===== src/design/rtc_pkg.sv =====
// Shared types and constants for the roulette tour builder.
// No dependencies; used by rtc_serial_mul, roulette_tour_construction, rtc_tour_checker and tb_top.
package rtc_pkg;

  localparam int DEF_MAX_NODES = 64;
  localparam int DEF_COST_BITS = 16;

  localparam int FRAC_W       = 16;
  localparam int NODE_OUT_W   = 6;
  localparam int COST_OUT_W   = 22;
  localparam int NODE_COUNT_W = 7;
  localparam int APB_ADDR_W   = 3;

  localparam logic [COST_OUT_W-1:0]   COST_SAT       = 22'h3F_FFFF;
  localparam logic [NODE_COUNT_W-1:0] NODE_COUNT_RST = 7'd64;
  localparam logic [FRAC_W-1:0]       ROUND_INIT     = 16'hFFFF;

  // register index, decoded from paddr[2]
  localparam logic REG_NODE_COUNT = 1'b0;

  typedef enum logic [1:0] {
    OP_WRITE = 2'd0,
    OP_START = 2'd1,
    OP_STEP  = 2'd2,
    OP_NOP   = 2'd3
  } op_t;

  typedef enum logic [8:0] {
    S_IDLE      = 9'b0_0000_0001,
    S_SCAN1     = 9'b0_0000_0010,
    S_MUL1      = 9'b0_0000_0100,
    S_MUL2      = 9'b0_0000_1000,
    S_SCAN2     = 9'b0_0001_0000,
    S_UPDATE    = 9'b0_0010_0000,
    S_EMIT      = 9'b0_0100_0000,
    S_CLOSE_RD  = 9'b0_1000_0000,
    S_CLOSE_ADD = 9'b1_0000_0000
  } state_t;

  // request to the shared serial multiplier
  typedef struct packed {
    logic              start;
    logic              round;      // preload accumulator with ROUND_INIT
    logic [FRAC_W-1:0] multiplier;
  } mul_req_t;

endpackage


===== src/design/rtc_serial_mul.sv =====
// Bit-serial shift-add multiplier, one multiplier bit per cycle.
// Depends on rtc_pkg (mul_req_t, FRAC_W, ROUND_INIT).
module rtc_serial_mul #(
  parameter int PROD_W = 48
) (
  input  logic                 clk,
  input  logic                 rst,
  input  rtc_pkg::mul_req_t    req,
  input  logic [PROD_W-1:0]    multiplicand,
  output logic                 done,
  output logic [PROD_W-1:0]    product
);

  localparam int CNT_W = $clog2(rtc_pkg::FRAC_W);
  localparam logic [CNT_W-1:0] CNT_LAST = CNT_W'(rtc_pkg::FRAC_W - 1);

  logic [PROD_W-1:0]         a_sh;
  logic [rtc_pkg::FRAC_W-1:0] b_sh;
  logic [CNT_W-1:0]          cnt;
  logic                      busy;
  logic [PROD_W-1:0]         round_ext;

  assign round_ext = {{(PROD_W - rtc_pkg::FRAC_W){1'b0}}, rtc_pkg::ROUND_INIT};

  always_ff @(posedge clk) begin
    if (rst) begin
      busy <= 1'b0;
      done <= 1'b0;
    end else begin
      done <= 1'b0;
      if (req.start) begin
        a_sh    <= multiplicand;
        b_sh    <= req.multiplier;
        product <= req.round ? round_ext : '0;
        cnt     <= '0;
        busy    <= 1'b1;
      end else if (busy) begin
        if (b_sh[0]) begin
          product <= product + a_sh;
        end
        a_sh <= a_sh << 1;
        b_sh <= b_sh >> 1;
        cnt  <= cnt + CNT_W'(1);
        if (cnt == CNT_LAST) begin
          busy <= 1'b0;
          done <= 1'b1;
        end
      end
    end
  end

endmodule


===== config.mk =====
export PLATFORM = sky130hd
export DESIGN_NAME = rtc_serial_mul
export DESIGN_NICKNAME = d
export VERILOG_FILES = /design/src/design/rtc_pkg.sv /design/src/design/rtc_serial_mul.sv
export SDC_FILE = /design/constraint.sdc
export NUM_CORES = 1
export LEC_CHECK = 0
export BUFFER_PORTS_ARGS = -buffer_cell sky130_fd_sc_hd__buf_2
export CORE_MARGIN = 2
export CORE_UTILIZATION = 55
export DETAILED_ROUTE_END_ITERATION = 10
export PLACE_DENSITY = 0.78
export SETUP_SLACK_MARGIN = 0.4
export SLEW_MARGIN = 25
export SYNTH_ARGS = -nofsm -noshare
export SYNTH_HDL_FRONTEND = slang
export SYNTH_SLANG_ARGS = --single-unit

===== constraint.sdc =====
create_clock -name clk -period 5.49 [get_ports clk]
set_input_delay 0.549 -clock clk [delete_from_list [all_inputs] [get_ports clk]]
set_output_delay 0.549 -clock clk [all_outputs]
set_load 0.03 [all_outputs]

Word-level counts from Yosys, hierarchy flattened
Cells that the tools add are included.
{ "word_totals": {"regBits": 118, "word_cells": 29, "output_inout_bits": 49, "in_bits": 68} }
{ "classes": {"eq_ne": 1, "n_reduce_logical": 5, "add_sub_neg": 2, "mux": 13, "bitwise": 2} }
{ "ops": {"columns": ["op", "count"], "rows": [
  ["$mux W48", 5],
  ["$add A48 B48 Y48", 1],
  ["$mux W16", 3],
  ["$add A4 B1 Y4 const B", 1],
  ["$eq A4 B4 Y1 const B", 1],
  ["$mux W1", 4],
  ["$mux W4", 1],
  ["$reduce_bool A2 Y1", 2],
  ["$reduce_and A3 Y1", 1],
  ["$reduce_or A3 Y1", 1],
  ["$not A1 Y1", 2],
  ["$reduce_and A2 Y1", 1]
]} }

Longest topological paths before layout
{ "depth": {"depth_word": 4, "mapped_depth": 10, "mapped_depth_nobuf": 10} }

Worst setup path before layout
OpenSTA, ideal clock, no wires.
{ "synth_path": {"path_kind": "input to register", "start": "input req[17] (netlist bit)", "end": "register a_sh[0] (enable)", "path_slack_ps": 741, "path_stages": 5, "path_buffers": 3, "t_required_ps": 4996, "setup_ps": 494, "arrival_ps": 4255, "cell_sequence": "clkbuf_1 clkbuf_1 clkbuf_1 nor2_1 nor2_1"} }
{ "synth_via": {"elab_chain_len": 2} }
{ "synth_rtl": {"columns": ["item", "line_no", "text"], "rows": [
  ["from (decl)", "rtc_serial_mul.sv:8", "input rtc_pkg::mul_req_t req,"],
  ["$reduce_bool A2 Y1 (no line)", null, null],
  ["$reduce_and A2 Y1 (no line)", null, null],
  ["to (signal assigned)", "rtc_serial_mul.sv:32", "a_sh <= multiplicand;"],
  ["to (signal assigned)", "rtc_serial_mul.sv:41", "a_sh <= a_sh << 1;"],
  ["to (decl)", "rtc_serial_mul.sv:17", "logic [PROD_W-1:0] a_sh;"]
]} }
No other way between the ends.
A chain may end at the register's enable or synchronous reset.

Final worst setup path
{ "layout_path": {"start": "register product[0]", "end": "register product[46] (data pin)"} }
{ "layout_via": {"elab_chain_len": 4} }
{ "layout_rtl": {"columns": ["item", "line_no", "text"], "rows": [
  ["from (decl)", "rtc_serial_mul.sv:11", "output logic [PROD_W-1:0] product"],
  ["from (signal assigned)", "rtc_serial_mul.sv:34", "product <= req.round ? round_ext : '0;"],
  ["from (signal assigned)", "rtc_serial_mul.sv:39", "product <= product + a_sh;"],
  ["$add A48 B48 Y48", "rtc_serial_mul.sv:39", null],
  ["$mux W48", "rtc_serial_mul.sv:38", "if (b_sh[0]) begin"],
  ["$mux W48", "rtc_serial_mul.sv:37", "end else if (busy) begin"],
  ["$mux W48", "rtc_serial_mul.sv:31", "if (req.start) begin"]
]} }
No other way between the ends. The select of a mux whose other input is x is not followed.

==> summary.txt <==
Worst setup path
  – Req. time, crit path: around 5.7 ns
  – Worst Path Buf+Inv: 0
  – CP Launch Type: flop
  – CP max-delay cell: fa_1
  – CP Cell Sequence: ha_1 > fa_1 > a21oi_1 > nand4b_1 > a2111oi_2 > o41ai_2 > nand3b_1 > a21o_1 > a221oi_2 > mux2_1
  – Worst Setup End Kind: flop
  – Crit-path max cell delay: roughly 0.42 ns
  – WS Path Type: flop to flop
  – Critical Path AT: approximately 3.3 ns
  – CP Max Fanout: 4
  – Crit path max-delay family: compound AO/OA/AOI/OAI gates

CTS
  – Clock buffer depth: 2
  – Cts hold-fix bufs: 0
  – Cts repair resizes: 0
  – Clock slew at reported path FFs: 0.05 ns
  – TritonCTS Sinks: between 100 and 150
  – CTS tree: yes
  – Root buffer cell: clkbuf_16
  – Num CTS Buffers: 17
  – Post-CTS setup buffer count: 0
  – H-tree depth: 4
  – Skew-Pair Late Insertion Delay: 0.43 ns

Placement
  – Hpwl dp: ~12,000 microns
  – Inst Count DP: 945
  – I/O Buffers: 116
  – Pre-CTS setup slack: around 2.4 ns
  – RD Place Congestion: about 0.95

Yosys
  – Synth Area in XOR/XNOR: under 10%
  – Synth cell count leaders: edfxtp_1, mux2_2, nor2_1, a21oi_1, ha_1
  – Post-Synth Simple-Gate Area: 10.95%
  – Post-synthesis net count: ~800
  – Compound-Gate Fraction of Synth Area: between 10% and 20%
  – Flops & latches, synth: approximately 120
  – Synth area leaders: edfxtp_1, mux2_2, ha_1
  – Mapped cell area: approximately 7500 sq um
  – Syn Area/Cell: ~11 sq um
  – Largest family of logic cells by synthesized area: compound AO/OA/AOI/OAI gates
  – Dominant synthesized flop cell: edfxtp_1
  – Cell taking the most area after synthesis: edfxtp_1
  – Synth top area share: between 40% and 50%
  – Post-Syn Instances: 680
  – Mux cell area share after synthesis: slightly above 10%
  – Number of flops mapped to enable cells by yosys: 116
  – Async S/R FF share, synth: 0%
  – Netlist cell types: 59
  – Post-synthesis adder-cell area fraction: 8.329%
  – Post-synthesis sequential area ratio: 47.29%
  – Most frequent cell after synthesis: edfxtp_1
  – Synth warnings: 0

Final layout
  – Fin util: 66.15%
  – Final Non-Filler Cells: ~980
  – Multi-input gate area: roughly 3800 sq um
  – Fill count: between 1,000 and 1,500
  – P&R area growth vs syn: 17.57%
  – Reg area: 3523 sq um
  – Diodes inserted: 0
  – Final nets: 905
  – Fraction of layout instances using a drive strength above 1: between 20% and 30%

Timing
  – Setup-failing EPs final: 0
  – RSZ-0062 raised after global routing: false
  – Post-route minimum period: about 3.1 ns
  – Max-slew headroom: 37.72%
  – Slew Viols, Final: 0
  – Final hold slack: ~0.4 ns
  – F_max: between 0.3 and 0.4 GHz
  – Clock skew: 0.01006 ns
  – Final period utilization: a little under three fifths
  – Setup TNS: 0 ns
  – Hold Vio Cnt, Final: 0
  – Setup ws final: 2.353 ns
  – Tightest Pin Transition: 0.9341 ns

Floorplanning
  – Initial Utilization: 56.26%
  – Cell row count: 42
  – Die Y: approximately 120 microns
  – Die area: 14,490 sq um
  – Chip Width: between 100 and 150 microns
  – I/O pin count: around 120
  – CORE AREA: roughly 13,000 sq um

Flow run
  – Max Cap Viol: 0

Detailed routing
  – Met2 WL post-DR: roughly 8000 microns
  – DR iter-0 viols: 464
  – Highest routed layer: met5
  – DRT Wirelength: between 15,000 and 20,000 microns
  – Post-route ant nets: 0
  – Vias/cell: 5.944
  – DRC viols: 0
  – Vias: between 5,000 and 6,000
  – Metal3 WL: around 1200 microns
  – WL per Instance: around 18 microns
  – Metal1 wirelength: about 7600 microns
  – Drt first pass iters: 6

Power and ir drop
  – P per Cell Area: between 300 and 400 nW/um^2
  – Leak: roughly 0.0035 uW
  – Peak VDD IR: about 0.00027 V

Run status
  – Status: completed

Global route
  – Largest net degree at the start of global routing: 83
  – Initial antenna violation count: 1
  – Global Route Usage Sum: about a quarter
  – GRT overflow: 0
  – First-pass GRT wire length: approximately 28,000 microns
  – Vias in the first global route: 5,765

Min path
  – Hold Crit Class: input port to flop
registers in the layout, indices dropped and copies added, names as in the netlist:
name	count
done	1
a_sh	48
busy	1
b_sh	16
cnt	4
product	48
report_power, final:
group,total [uW],switching [uW],leakage [uW],internal [uW]
registers,1130,39.0,0.00113,1090
logic,748,456,0.00209,292
clock network,1100,397,0.000271,700
total,2970,891,0.00349,2080
cell usage in the layout (no fill, tap or decap), types with 6 or more instances in the layout:
cell type  instances
edfxtp_1         116
buf_2            115
mux2_2            66
nor2_1            63
a21oi_1           57
ha_1              48
nand2_1           45
o21ai_0           41
xnor2_1           25
inv_1             18
nand4_1           18
a21o_1            17
clkbuf_16         17
o21bai_1          15
xor2_1            15
nor3_1            10
nor2b_1            8
a21boi_0           8
o21a_1             6
cell families after synthesis:
group | count (synthesis)
simple gates | 174
compound gates | 182
fa+ha+maj | 49
xor+xnor | 40
mux | 68
flops | 118
buf+inv | 49
stage by stage:
stage                     total power (uW)  cell area (sq um)
after CTS                             2979               8760
final                                 2974               8760
after detailed placement              1879               8192
after global routing                  3100               8760
after floorplan                       1696               7451
after global placement                1858               8172
final cells by class:
| cell class | count | share of cell area (%) |
|---|---|---|
| clock buffers | 19 | 4.942 |
| clock inverters | 11 | 1.543 |
| inverters | 18 | 0.7713 |
| well taps | 176 | 2.514 |
| repair buffers | 120 | 7.142 |
| multi-input cells | 513 | 42.87 |
| flip-flops and latches | 118 | 40.22 |
path summary, 6_finish.rpt:
path / slack [ns] / end / from / depth (start not counted)
hold reg to reg: 0.52 / done / busy / 1
hold / removal: 0.40 / a_sh[0] / multiplicand[0] / 2
setup reg to reg: 2.35 / product[46] / product[0] / 10
setup / recovery: 2.35 / product[46] / product[0] / 10
routing by layer:
metal / global-route usage [%] / up-vias
li1: - / 2775
met3: 6.462 / 44
met4: 9.520 / 2
met5: 0 / -
met2: 39.65 / 239
met1: 32.16 / 2735
Power figures use the tool's default switching activity.
